--- config.mk ---
export PLATFORM = sky130hd
export DESIGN_NAME = sm4_block_cipher
export DESIGN_NICKNAME = d
export VERILOG_FILES = /design/src/sm4_pkg.sv /design/src/sm4_block_cipher.sv /design/src/sm4_rk_ram.sv /design/src/sm4_tfunc.sv
export SDC_FILE = /design/constraint.sdc
export NUM_CORES = 2
export LEC_CHECK = 0
export CORE_MARGIN = 5
export CORE_UTILIZATION = 45
export CTS_BUF_LIST = sky130_fd_sc_hd__clkbuf_2 sky130_fd_sc_hd__clkbuf_4 sky130_fd_sc_hd__clkbuf_8
export DETAILED_ROUTE_END_ITERATION = 10
export DONT_BUFFER_PORTS = 1
export PLACE_DENSITY = 0.61
export SETUP_SLACK_MARGIN = 0.1
export SLEW_MARGIN = 20
export SYNTH_ARGS = -nofsm -noshare
export SYNTH_HDL_FRONTEND = slang
export SYNTH_HIERARCHICAL = 1
export SYNTH_SLANG_ARGS = --single-unit
--- constraint.sdc ---
create_clock -name i_clk -period 11.2 [get_ports i_clk]
set_input_delay 0.56 -clock i_clk [delete_from_list [all_inputs] [get_ports i_clk]]
set_output_delay 0.56 -clock i_clk [all_outputs]
set_load 0.005 [all_outputs]
--- src/sm4_pkg.sv ---
// Shared types, constants and transform functions of the SM4 block cipher.
`timescale 1ns / 1ps

package sm4_pkg;

    typedef logic [31:0] t_word;
    typedef logic [4:0]  t_rk_addr;
    typedef logic [1:0]  t_cfg_index;

    localparam int NumRounds = 32;

    localparam t_cfg_index CFG_KEY_HIGH     = 2'd0;
    localparam t_cfg_index CFG_KEY_LOW      = 2'd1;
    localparam t_cfg_index CFG_DECRYPT_MODE = 2'd2;

    localparam t_word FK0 = 32'hA3B1BAC6;
    localparam t_word FK1 = 32'h56AA3350;
    localparam t_word FK2 = 32'h677D9197;
    localparam t_word FK3 = 32'hB27022DC;

    localparam t_word CK [NumRounds] = '{
        32'h00070e15, 32'h1c232a31, 32'h383f464d, 32'h545b6269,
        32'h70777e85, 32'h8c939aa1, 32'ha8afb6bd, 32'hc4cbd2d9,
        32'he0e7eef5, 32'hfc030a11, 32'h181f262d, 32'h343b4249,
        32'h50575e65, 32'h6c737a81, 32'h888f969d, 32'ha4abb2b9,
        32'hc0c7ced5, 32'hdce3eaf1, 32'hf8ff060d, 32'h141b2229,
        32'h30373e45, 32'h4c535a61, 32'h686f767d, 32'h848b9299,
        32'ha0a7aeb5, 32'hbcc3cad1, 32'hd8dfe6ed, 32'hf4fb0209,
        32'h10171e25, 32'h2c333a41, 32'h484f565d, 32'h646b7279
    };

    localparam logic [7:0] SBOX [256] = '{
        8'hd6,8'h90,8'he9,8'hfe,8'hcc,8'he1,8'h3d,8'hb7,8'h16,8'hb6,8'h14,8'hc2,8'h28,8'hfb,8'h2c,8'h05,
        8'h2b,8'h67,8'h9a,8'h76,8'h2a,8'hbe,8'h04,8'hc3,8'haa,8'h44,8'h13,8'h26,8'h49,8'h86,8'h06,8'h99,
        8'h9c,8'h42,8'h50,8'hf4,8'h91,8'hef,8'h98,8'h7a,8'h33,8'h54,8'h0b,8'h43,8'hed,8'hcf,8'hac,8'h62,
        8'he4,8'hb3,8'h1c,8'ha9,8'hc9,8'h08,8'he8,8'h95,8'h80,8'hdf,8'h94,8'hfa,8'h75,8'h8f,8'h3f,8'ha6,
        8'h47,8'h07,8'ha7,8'hfc,8'hf3,8'h73,8'h17,8'hba,8'h83,8'h59,8'h3c,8'h19,8'he6,8'h85,8'h4f,8'ha8,
        8'h68,8'h6b,8'h81,8'hb2,8'h71,8'h64,8'hda,8'h8b,8'hf8,8'heb,8'h0f,8'h4b,8'h70,8'h56,8'h9d,8'h35,
        8'h1e,8'h24,8'h0e,8'h5e,8'h63,8'h58,8'hd1,8'ha2,8'h25,8'h22,8'h7c,8'h3b,8'h01,8'h21,8'h78,8'h87,
        8'hd4,8'h00,8'h46,8'h57,8'h9f,8'hd3,8'h27,8'h52,8'h4c,8'h36,8'h02,8'he7,8'ha0,8'hc4,8'hc8,8'h9e,
        8'hea,8'hbf,8'h8a,8'hd2,8'h40,8'hc7,8'h38,8'hb5,8'ha3,8'hf7,8'hf2,8'hce,8'hf9,8'h61,8'h15,8'ha1,
        8'he0,8'hae,8'h5d,8'ha4,8'h9b,8'h34,8'h1a,8'h55,8'had,8'h93,8'h32,8'h30,8'hf5,8'h8c,8'hb1,8'he3,
        8'h1d,8'hf6,8'he2,8'h2e,8'h82,8'h66,8'hca,8'h60,8'hc0,8'h29,8'h23,8'hab,8'h0d,8'h53,8'h4e,8'h6f,
        8'hd5,8'hdb,8'h37,8'h45,8'hde,8'hfd,8'h8e,8'h2f,8'h03,8'hff,8'h6a,8'h72,8'h6d,8'h6c,8'h5b,8'h51,
        8'h8d,8'h1b,8'haf,8'h92,8'hbb,8'hdd,8'hbc,8'h7f,8'h11,8'hd9,8'h5c,8'h41,8'h1f,8'h10,8'h5a,8'hd8,
        8'h0a,8'hc1,8'h31,8'h88,8'ha5,8'hcd,8'h7b,8'hbd,8'h2d,8'h74,8'hd0,8'h12,8'hb8,8'he5,8'hb4,8'hb0,
        8'h89,8'h69,8'h97,8'h4a,8'h0c,8'h96,8'h77,8'h7e,8'h65,8'hb9,8'hf1,8'h09,8'hc5,8'h6e,8'hc6,8'h84,
        8'h18,8'hf0,8'h7d,8'hec,8'h3a,8'hdc,8'h4d,8'h20,8'h79,8'hee,8'h5f,8'h3e,8'hd7,8'hcb,8'h39,8'h48
    };

    function automatic t_word sub_word(input t_word w);
        return {SBOX[w[31:24]], SBOX[w[23:16]], SBOX[w[15:8]], SBOX[w[7:0]]};
    endfunction

    function automatic t_word lin_enc(input t_word w);
        return w ^ {w[29:0], w[31:30]} ^ {w[21:0], w[31:22]}
                 ^ {w[13:0], w[31:14]} ^ {w[7:0], w[31:8]};
    endfunction

    function automatic t_word lin_key(input t_word w);
        return w ^ {w[18:0], w[31:19]} ^ {w[8:0], w[31:9]};
    endfunction

endpackage

--- src/sm4_block_cipher.sv ---
// Top level of the SM4 block cipher: control sequencer, key schedule and round datapath.
`timescale 1ns / 1ps

// SM4 ECB engine. One 128-bit word is taken while the engine is idle and runs
// one round per cycle through a shared S-box and linear-transform unit, with
// round keys read from a 32-entry memory that has a registered read port.
// After acceptance the engine prefetches the first round key, runs the
// 32 rounds, then loads the output register once it is free. After a
// write to either key register the next block first runs the 32-round key
// schedule, with one memory write per round.
// The result sits in an output register, so a new word is accepted while
// the previous result still waits. Configuration writes are taken at any
// time but are meant to be made only while the engine is idle; an index of
// three is ignored.
module sm4_block_cipher (
    input  logic                  i_clk,
    input  logic                  i_rst_n,
    input  logic                  i_cfg_valid,
    output logic                  o_cfg_ready,
    input  sm4_pkg::t_cfg_index   i_cfg_index,
    input  logic [63:0]           i_cfg_data,
    input  logic                  i_in_valid,
    output logic                  o_in_ready,
    input  logic [63:0]           i_block_high,
    input  logic [63:0]           i_block_low,
    output logic                  o_out_valid,
    input  logic                  i_out_ready,
    output logic [63:0]           o_result_high,
    output logic [63:0]           o_result_low
);
    import sm4_pkg::*;

    localparam logic [2:0] ST_IDLE  = 3'd0;
    localparam logic [2:0] ST_KEY   = 3'd1;
    localparam logic [2:0] ST_PREF  = 3'd2;
    localparam logic [2:0] ST_ROUND = 3'd3;
    localparam logic [2:0] ST_DRAIN = 3'd4;

    logic [2:0]  r_state, n_state;
    logic [4:0]  r_cnt, n_cnt;
    logic        r_keys_ready, n_keys_ready;
    logic        r_mode;
    logic [63:0] r_key_high, r_key_low;
    t_word       r_x [4];
    t_word       r_k [4];
    logic        r_out_valid, n_out_valid;
    logic [63:0] r_res_high, r_res_low;

    logic        cfg_we;
    logic        in_fire;
    logic        out_free;
    logic        key_phase;
    t_word       t_in, t_out;
    t_word       rk_word;
    t_word       new_word;
    logic        ram_we;
    t_rk_addr    ram_raddr;
    t_rk_addr    next_round;

    assign o_cfg_ready = 1'b1;
    assign cfg_we      = i_cfg_valid;
    assign o_in_ready  = (r_state == ST_IDLE);
    assign in_fire     = i_in_valid && o_in_ready;
    assign out_free    = !r_out_valid || i_out_ready;
    assign key_phase   = (r_state == ST_KEY);
    assign o_out_valid = r_out_valid;
    assign o_result_high = r_res_high;
    assign o_result_low  = r_res_low;

    sm4_rk_ram u_rk_ram (
        .i_clk   (i_clk),
        .i_we    (ram_we),
        .i_waddr (r_cnt),
        .i_wdata (new_word),
        .i_raddr (ram_raddr),
        .o_rdata (rk_word)
    );

    sm4_tfunc u_tfunc (
        .i_word    (t_in),
        .i_key_sel (key_phase),
        .o_word    (t_out)
    );

    always_comb begin
        next_round = (r_state == ST_ROUND) ? r_cnt + 5'd1 : 5'd0;
        ram_raddr  = r_mode ? ~next_round : next_round;
        ram_we     = key_phase;
        if (key_phase) begin
            t_in     = r_k[1] ^ r_k[2] ^ r_k[3] ^ CK[r_cnt];
            new_word = r_k[0] ^ t_out;
        end else begin
            t_in     = r_x[1] ^ r_x[2] ^ r_x[3] ^ rk_word;
            new_word = r_x[0] ^ t_out;
        end
    end

    always_comb begin
        n_state      = r_state;
        n_cnt        = r_cnt;
        n_keys_ready = r_keys_ready;
        n_out_valid  = r_out_valid && !i_out_ready;
        unique case (r_state)
            ST_IDLE: begin
                if (in_fire) begin
                    n_cnt   = 5'd0;
                    n_state = r_keys_ready ? ST_PREF : ST_KEY;
                end
            end
            ST_KEY: begin
                n_cnt = r_cnt + 5'd1;
                if (r_cnt == 5'd31) begin
                    n_keys_ready = 1'b1;
                    n_state      = ST_PREF;
                end
            end
            ST_PREF: begin
                n_cnt   = 5'd0;
                n_state = ST_ROUND;
            end
            ST_ROUND: begin
                n_cnt = r_cnt + 5'd1;
                if (r_cnt == 5'd31) begin
                    n_state = ST_DRAIN;
                end
            end
            ST_DRAIN: begin
                if (out_free) begin
                    n_out_valid = 1'b1;
                    n_state     = ST_IDLE;
                end
            end
            default: begin
                n_state = ST_IDLE;
            end
        endcase
        if (cfg_we && (i_cfg_index == CFG_KEY_HIGH || i_cfg_index == CFG_KEY_LOW)) begin
            n_keys_ready = 1'b0;
        end
    end

    always_ff @(posedge i_clk) begin
        if (!i_rst_n) begin
            r_state      <= ST_IDLE;
            r_cnt        <= 5'd0;
            r_keys_ready <= 1'b0;
            r_out_valid  <= 1'b0;
            r_mode       <= 1'b0;
            r_key_high   <= 64'd0;
            r_key_low    <= 64'd0;
        end else begin
            r_state      <= n_state;
            r_cnt        <= n_cnt;
            r_keys_ready <= n_keys_ready;
            r_out_valid  <= n_out_valid;
            if (cfg_we) begin
                unique case (i_cfg_index)
                    CFG_KEY_HIGH:     r_key_high <= i_cfg_data;
                    CFG_KEY_LOW:      r_key_low  <= i_cfg_data;
                    CFG_DECRYPT_MODE: r_mode     <= i_cfg_data[0];
                    default: begin
                    end
                endcase
            end
        end
    end

    always_ff @(posedge i_clk) begin
        if (in_fire) begin
            r_x[0] <= i_block_high[63:32];
            r_x[1] <= i_block_high[31:0];
            r_x[2] <= i_block_low[63:32];
            r_x[3] <= i_block_low[31:0];
            r_k[0] <= r_key_high[63:32] ^ FK0;
            r_k[1] <= r_key_high[31:0] ^ FK1;
            r_k[2] <= r_key_low[63:32] ^ FK2;
            r_k[3] <= r_key_low[31:0] ^ FK3;
        end else if (r_state == ST_KEY) begin
            r_k[0] <= r_k[1];
            r_k[1] <= r_k[2];
            r_k[2] <= r_k[3];
            r_k[3] <= new_word;
        end else if (r_state == ST_ROUND) begin
            r_x[0] <= r_x[1];
            r_x[1] <= r_x[2];
            r_x[2] <= r_x[3];
            r_x[3] <= new_word;
        end
        if (r_state == ST_DRAIN && out_free) begin
            r_res_high <= {r_x[3], r_x[2]};
            r_res_low  <= {r_x[1], r_x[0]};
        end
    end

endmodule

--- src/sm4_rk_ram.sv ---
// Round-key memory: 32 words, one write port and one registered read port.
`timescale 1ns / 1ps

module sm4_rk_ram (
    input  logic             i_clk,
    input  logic             i_we,
    input  sm4_pkg::t_rk_addr i_waddr,
    input  sm4_pkg::t_word    i_wdata,
    input  sm4_pkg::t_rk_addr i_raddr,
    output sm4_pkg::t_word    o_rdata
);
    import sm4_pkg::*;

    t_word r_mem [NumRounds];
    t_word r_rdata;

    always_ff @(posedge i_clk) begin
        if (i_we) begin
            r_mem[i_waddr] <= i_wdata;
        end
        r_rdata <= r_mem[i_raddr];
    end

    assign o_rdata = r_rdata;

endmodule

--- src/sm4_tfunc.sv ---
// Shared SM4 round transform: S-box layer followed by the data or key linear map.
`timescale 1ns / 1ps

module sm4_tfunc (
    input  sm4_pkg::t_word i_word,
    input  logic           i_key_sel,
    output sm4_pkg::t_word o_word
);
    import sm4_pkg::*;

    t_word sub;

    always_comb begin
        sub    = sub_word(i_word);
        o_word = i_key_sel ? lin_key(sub) : lin_enc(sub);
    end

endmodule

== After elaboration in Yosys (flattened, before gate mapping) ==
Memory sizes are Yosys's and may differ from the RTL's. A register that Yosys moved wholly into a read port is not among the register bits.
Index checks and enable logic that the tools add are counted.
Storage, ports and cells
  register bits: 267
  latch bits: 0
  bits in writable memories: 1280
  bits in read-only memories: 9216
  input bits: 199
  output and inout port bits: 131
  word-level logic and storage cells: 129
  memories: 8
Cells by class
  $add $sub $neg: 1
  $mul: 0
  div/mod/pow operators: 0
  $lt $le $gt $ge: 5
  equality and inequality tests: 11
  shift-type cells: 0
  multiplexer cells: 43
  bitwise gates (word level): 33
  reductions and logical operators: 19
Memory list
  (name not given): depth 256, bits a word 8, rd ports 1, clocked after Yosys merged registers in 0, wr ports 0, line sm4_pkg.sv:52  | return {SBOX[w[31:24]], SBOX[w[23:16]], SBOX[w[15:8]], SBOX[w[7:0]]};
  (name not given): depth 256, bits a word 8, rd ports 1, clocked after Yosys merged registers in 0, wr ports 0, line sm4_pkg.sv:52
  (name not given): depth 256, bits a word 8, rd ports 1, clocked after Yosys merged registers in 0, wr ports 0, line sm4_pkg.sv:52
  (name not given): depth 256, bits a word 8, rd ports 1, clocked after Yosys merged registers in 0, wr ports 0, line sm4_pkg.sv:52
  (name not given): depth 32, bits a word 32, rd ports 1, clocked after Yosys merged registers in 0, wr ports 0, line sm4_block_cipher.sv:90  | t_in = r_k[1] ^ r_k[2] ^ r_k[3] ^ CK[r_cnt];
  u_rk_ram.r_mem: depth 32, bits a word 32, rd ports 1, clocked after Yosys merged registers in 1, wr ports 1, line sm4_rk_ram.sv:14  | t_word r_mem [NumRounds];
  2 more memories
Operator list (number)
  $xor A32 B32 Y32: 14
  $mux W32: 13
  $mux W8: 8
  $ge A9 B9 Y1 const B: 4
  $not A8 Y9: 4
  $not A14 Y14: 2
  $not A19 Y19: 1
  $not A17 Y17: 1
  $mux W5: 3
  $pmux W3 S5: 1
  $pmux W5 S3: 1
  $mux W1: 12
  $mux W3: 4
  $reduce_and A2 Y1: 5
  $or A1 B1 Y1: 8
  $eq A3 B2 Y1 const B: 2
  $ge A6 B6 Y1 const B: 1
  $ne A2 B2 Y1 const B: 3
  $not A5 Y6: 1
  $add A5 B1 Y5 const B: 1
  $eq A5 B5 Y1 const B: 1
  $not A5 Y5: 1
  $logic_and A1 B1 Y1: 4
  $reduce_and A4 Y1: 1
  13 further kinds: 16

== Longest topological paths before layout ==
  depth after elaboration: 18
  mapped depth: 26
  mapped depth without buffers: 19

== Modules after synthesis ==
Netlist, hierarchy kept.
Modules (own cells, without submodules)
  sm4_rk_ram: times used 1, cells an instance 2260, area an instance 40485.1 µm², sequential area each 31390.1 µm²
  sm4_block_cipher: times used 1, cells an instance 2201, area an instance 23468.8 µm², sequential area each 14313.7 µm²
  sm4_tfunc: times used 1, cells an instance 2507, area an instance 16584.7 µm², sequential area each 0.0 µm²

== Least setup slack after synthesis ==
Ideal clock, no wire load.
  path type: register to register
  from: register r_state[1]
  to: register r_res_high[0] (netlist: o_result_high[0]) (read register of r_x), enable pin
  setup time: 0.616 ns
  arrival time: 5.983 ns
  required time: 10.584 ns
  slack: 4.601 ns
  cell stages (with the launch flop): 5
  buffers on the path: 1
  period minus slack after synthesis: 6.599 ns
  path through: dfxtp_1 buf_2 nor2_1 nand2_1 nor2_1
On the way
  longest elaborated chain between the ends: 2
RTL lines
  start, declared: line sm4_block_cipher.sv:39  | logic [2:0] r_state, n_state;
  start signal, assigned: line sm4_block_cipher.sv:152  | r_state <= n_state;
  $eq A3 B3 Y1: line sm4_block_cipher.sv:189  | if (r_state == ST_DRAIN && out_free) begin
  $logic_and A1 B1 Y1: line sm4_block_cipher.sv:189
  end, declared: line sm4_block_cipher.sv:47  | logic [63:0] r_res_high, r_res_low;
No other way between the ends.
A chain may end at the register's enable or synchronous reset.

== Final worst setup path ==
  from: register r_state[0]
  to: memory u_rk_ram/r_mem[5][30] in the netlist's numbering (data pin)
On the way
  elaborated cells on any way between the ends: 28
  those cells by class: 1 x eq/ne; 11 x mux; 12 x bitwise; 4 x memory
RTL lines
  $eq A3 B1 Y1 *: line sm4_block_cipher.sv:65  | assign key_phase = (r_state == ST_KEY);
  $mux W32 *: line sm4_block_cipher.sv:89  | if (key_phase) begin
  named net t_in[17]: line sm4_block_cipher.sv:53  | t_word t_in, t_out;
  $not A8 Y9 (implied by the code) *: line sm4_pkg.sv:52
  $mem_v2 Z256 W8 *
  $mux W8 (implied by the code) * (2 in series): line sm4_pkg.sv:52
  $xor A32 B32 Y32: line sm4_pkg.sv:56  | return w ^ {w[29:0], w[31:30]} ^ {w[21:0], w[31:22]}
  $xor A32 B32 Y32 (2 in series): line sm4_pkg.sv:57  | ^ {w[13:0], w[31:14]} ^ {w[7:0], w[31:8]};
  $mux W32 *: line sm4_tfunc.sv:15  | o_word = i_key_sel ? lin_key(sub) : lin_enc(sub);
  named net t_out[30]: line sm4_block_cipher.sv:53
  $xor A32 B32 Y32, on equally long branches: line sm4_block_cipher.sv:94, sm4_block_cipher.sv:91
  $mux W32 *: line sm4_block_cipher.sv:89
  named net new_word[30]: line sm4_block_cipher.sv:55  | t_word new_word;
  end, declared: line sm4_rk_ram.sv:14
Mark *: on every way through the listed nets, which the timed path passes. The rest lies on a longest branch. The select of a mux whose other input is x is not followed.

==> metrics.csv <==
stage,metric,value,unit
routing,drc,0,
worst_setup_path,cp-start-kind,flip-flop,
final_layout,fin_nets,7335,
clocking,clockBufferDepth,4,
final_layout,mostFrequentLayoutCells,"edfxtp_1 (1,408), nand2_1 (1,049), mux2i_1 (581)",
worst_setup_path,path_class,flip-flop to flip-flop,
floorplan,core.rowCount,155,
sta,setup_viol_count_final,0,
clocking,root_buffer,clkbuf_8,
routing,vias,60655,
worst_setup_path,endpoint_kind,flip-flop,
floorplan,ios,330,
worst_setup_path,cp_max_fo,69,
routing,ant_nets,0,
yosys,synth_ff_type,edfxtp_1,
sta,max_freq,0.1235,GHz
floorplan,core_area,178200,sq um
job,cap_violations,0,
final_layout,final_layout_size_suffix_gt1_share,11.88,%
final_layout,final_common_cell,edfxtp_1,
sta,rsz0062_at_grt,false,
clocking,htree_levels,5,
global_routing,grt_pass1_vias,58094,
yosys,ys_types,116,
floorplan,die_w,433.1,um
worst_setup_path,required,11820,ps
global_routing,antenna_found_initial,28,
clocking,numCtsBuffers,288,
sta,finalClockSkew,71.41,ps
placed_design,globalplace.congestion,1.011,
status,status,"complete, no violations",
yosys,avgSynthCellArea,11.56,sq um
routing,routed_wirelength,300700,um
yosys,yosys_register_bits,1579,
final_layout,nFillCells,15591,
yosys,synth_area,80540,sq um
sta,period_share,72.32,%
global_routing,grt_max_degree,148,
clocking,clk_pin_slew,60,ps
placed_design,dp.cells,8938,
routing,drtPass1Iterations,9,
sta,min_period,8099,ps
yosys,yosys.area.top_type,edfxtp_1,
sta,worst_pin_slew,1223,ps
final_layout,areaGrowthSynthToFinish,12.66,%
yosys,ys_async_sr_fraction,0,%
yosys,yosysSeqAreaShare,56.75,%
yosys,synth_fp_nets,7226,
routing,drt_iter0_markers,7663,
min_path,holdCritPathClass,input pin to flip-flop,
routing,vias_per_cell,6.281,
yosys,synth_warnings,6,
clocking,post-cts-setup-buffer-count,0,
sta,hold_violations,0,
yosys,synth_top_cell_area_share,52.50,%
global_routing,grt_first_pass_wirelength,423700,um
clocking,cts.sinks,1579,
sta,tns,0,ps
final_layout,ff_latch_area,45700,sq um
clocking,clock_latency,1020,ps
yosys,synth_edf_count,1408,
clocking,cts_tree,done,
placed_design,dpl.hpwl,187500,um
sta,report.final.slew_viol_count,0,
global_routing,grt_overflow,0,
placed_design,port_buffers,0,
floorplan,dieHeight,433.1,um
global_routing,grt_use_total,31.03,%
floorplan,initial_utilization,45.19,%
routing,routedWlPerCell,31.14,um
yosys,synth_area_leaders,"edfxtp_1 (52%), mux2i_1 (7.2%), nand2_1 (4.9%)",
floorplan,die_area,187500,sq um
worst_setup_path,arrival,8720,ps
yosys,synthCells,6968,
sta,maxSlewHeadroom,17.76,%
final_layout,multi_input_area,32800,sq um
final_layout,final_cells,9657,
## logic make-up (layout without fill, tap and decap cells)
family	Yosys count	in the layout	share of synthesized area, %
AOI/OAI and AO/OA	1603	1603	13.85
xor gates and xnor gates	435	435	4.974
adders and majority gates	60	60	0.9290
buffers and inverters	611	922	3.741
DFF	1579	1579	56.75
muxes	627	627	8.212
other	1	24	0.004656
and+or+nand+nor	2052	2052	11.54
## per-layer routing
metal	vias up	global-route usage [%]	part of all wire [%]
met3	685	6.035	8.1
li1	26247	-	-
met4	4	15.65	5.7
met2	3325	49.89	47
met1	30394	40.26	39
met5	-	0	0.0096
## sequential cells by signal (all words and copies together), names as in the netlist
| name | cells |
|---|---|
| r_cnt | 5 |
| u_rk_ram/o_rdata | 32 |
| o_result_high | 64 |
| r_mode | 1 |
| o_out_valid | 1 |
| r_key_low | 64 |
| r_state | 3 |
| r_x | 128 |
| r_keys_ready | 1 |
| r_k | 128 |
| r_key_high | 64 |
| o_result_low | 64 |
| u_rk_ram/r_mem | 1024 |
## worst max-delay path: stages (launching register included)
cell      delay [ps]
dfxtp_1          510
and2b_4          320
nand2_8          190
inv_8            470
nor2_1           150
a21oi_2          150
buf_4            370
inv_1            370
ha_1             460
nor2_1           680
nor4_1           130
o31ai_1          850
o211ai_1         200
a22oi_1          840
xor2_1           230
xnor2_1          140
o21ai_1          130
xnor2_1          890
xnor2_4          450
## final timing paths
| path | from | end | slack, ps | cells after the start |
|---|---|---|---|---|
| max reg2reg | r_state[0] | u_rk_ram/r_mem[5][30] | 3100 | 18 |
| max | r_state[0] | u_rk_ram/r_mem[5][30] | 3100 | 18 |
| min | i_cfg_valid | r_keys_ready | 110 | 3 |
| min reg2reg | r_key_low[41] | r_key_low[41] | 460 | 2 |
## metrics by stage
step | worst slack, ps | hold WS [ps] | area, sq um | util, %
3_3_place_gp | 3117 | 444.5 | 82910 | 46.52
2_1_floorplan | 4601 | 435.3 | 80540 | -
5_1_grt | 2899 | 90.89 | 90720 | 50.90
3_5_place_dp | 3077 | 447.6 | 82990 | 46.57
4_1_cts | 3066 | 24.66 | 90590 | 50.83
6_report | 3101 | 112.7 | 90730 | 50.91
## synthesized netlist by cell type (all sizes together), types with 65 or more instances
cell type and number:
a31oi 110, mux2i 582, xor2 111, nor2b 90, nor3 122, nand2 1054, buf 329, o21ai 244
nand3 184, dfxtp 171, xnor2 311, a22o 65, a22oi 119, a21boi 135, a21oi 365, edfxtp 1408
nand2b 114, clkbuf 228, nor2 288
## area by class of cell
cell class                      instances  area share, %
Tap cell                             2355          3.248
Antenna cell                           23        0.06344
Inverter                               54         0.2317
Clock buffer                          409          5.515
Clock inverter                         83         0.5861
Multi-Input combinational cell       4778          36.15
Timing Repair Buffer                  376          3.831
Sequential cell                      1579          50.37
## timing repair
item | in CTS | in global routing
hold buffers | 204 | 0
resized for setup | 0 | 0
endpoints found under the hold margin | 266 | 0
Power is left out: the tool's default activity adds up to more than one toggle a clock period on the data nets, which glitch-free logic cannot reach.
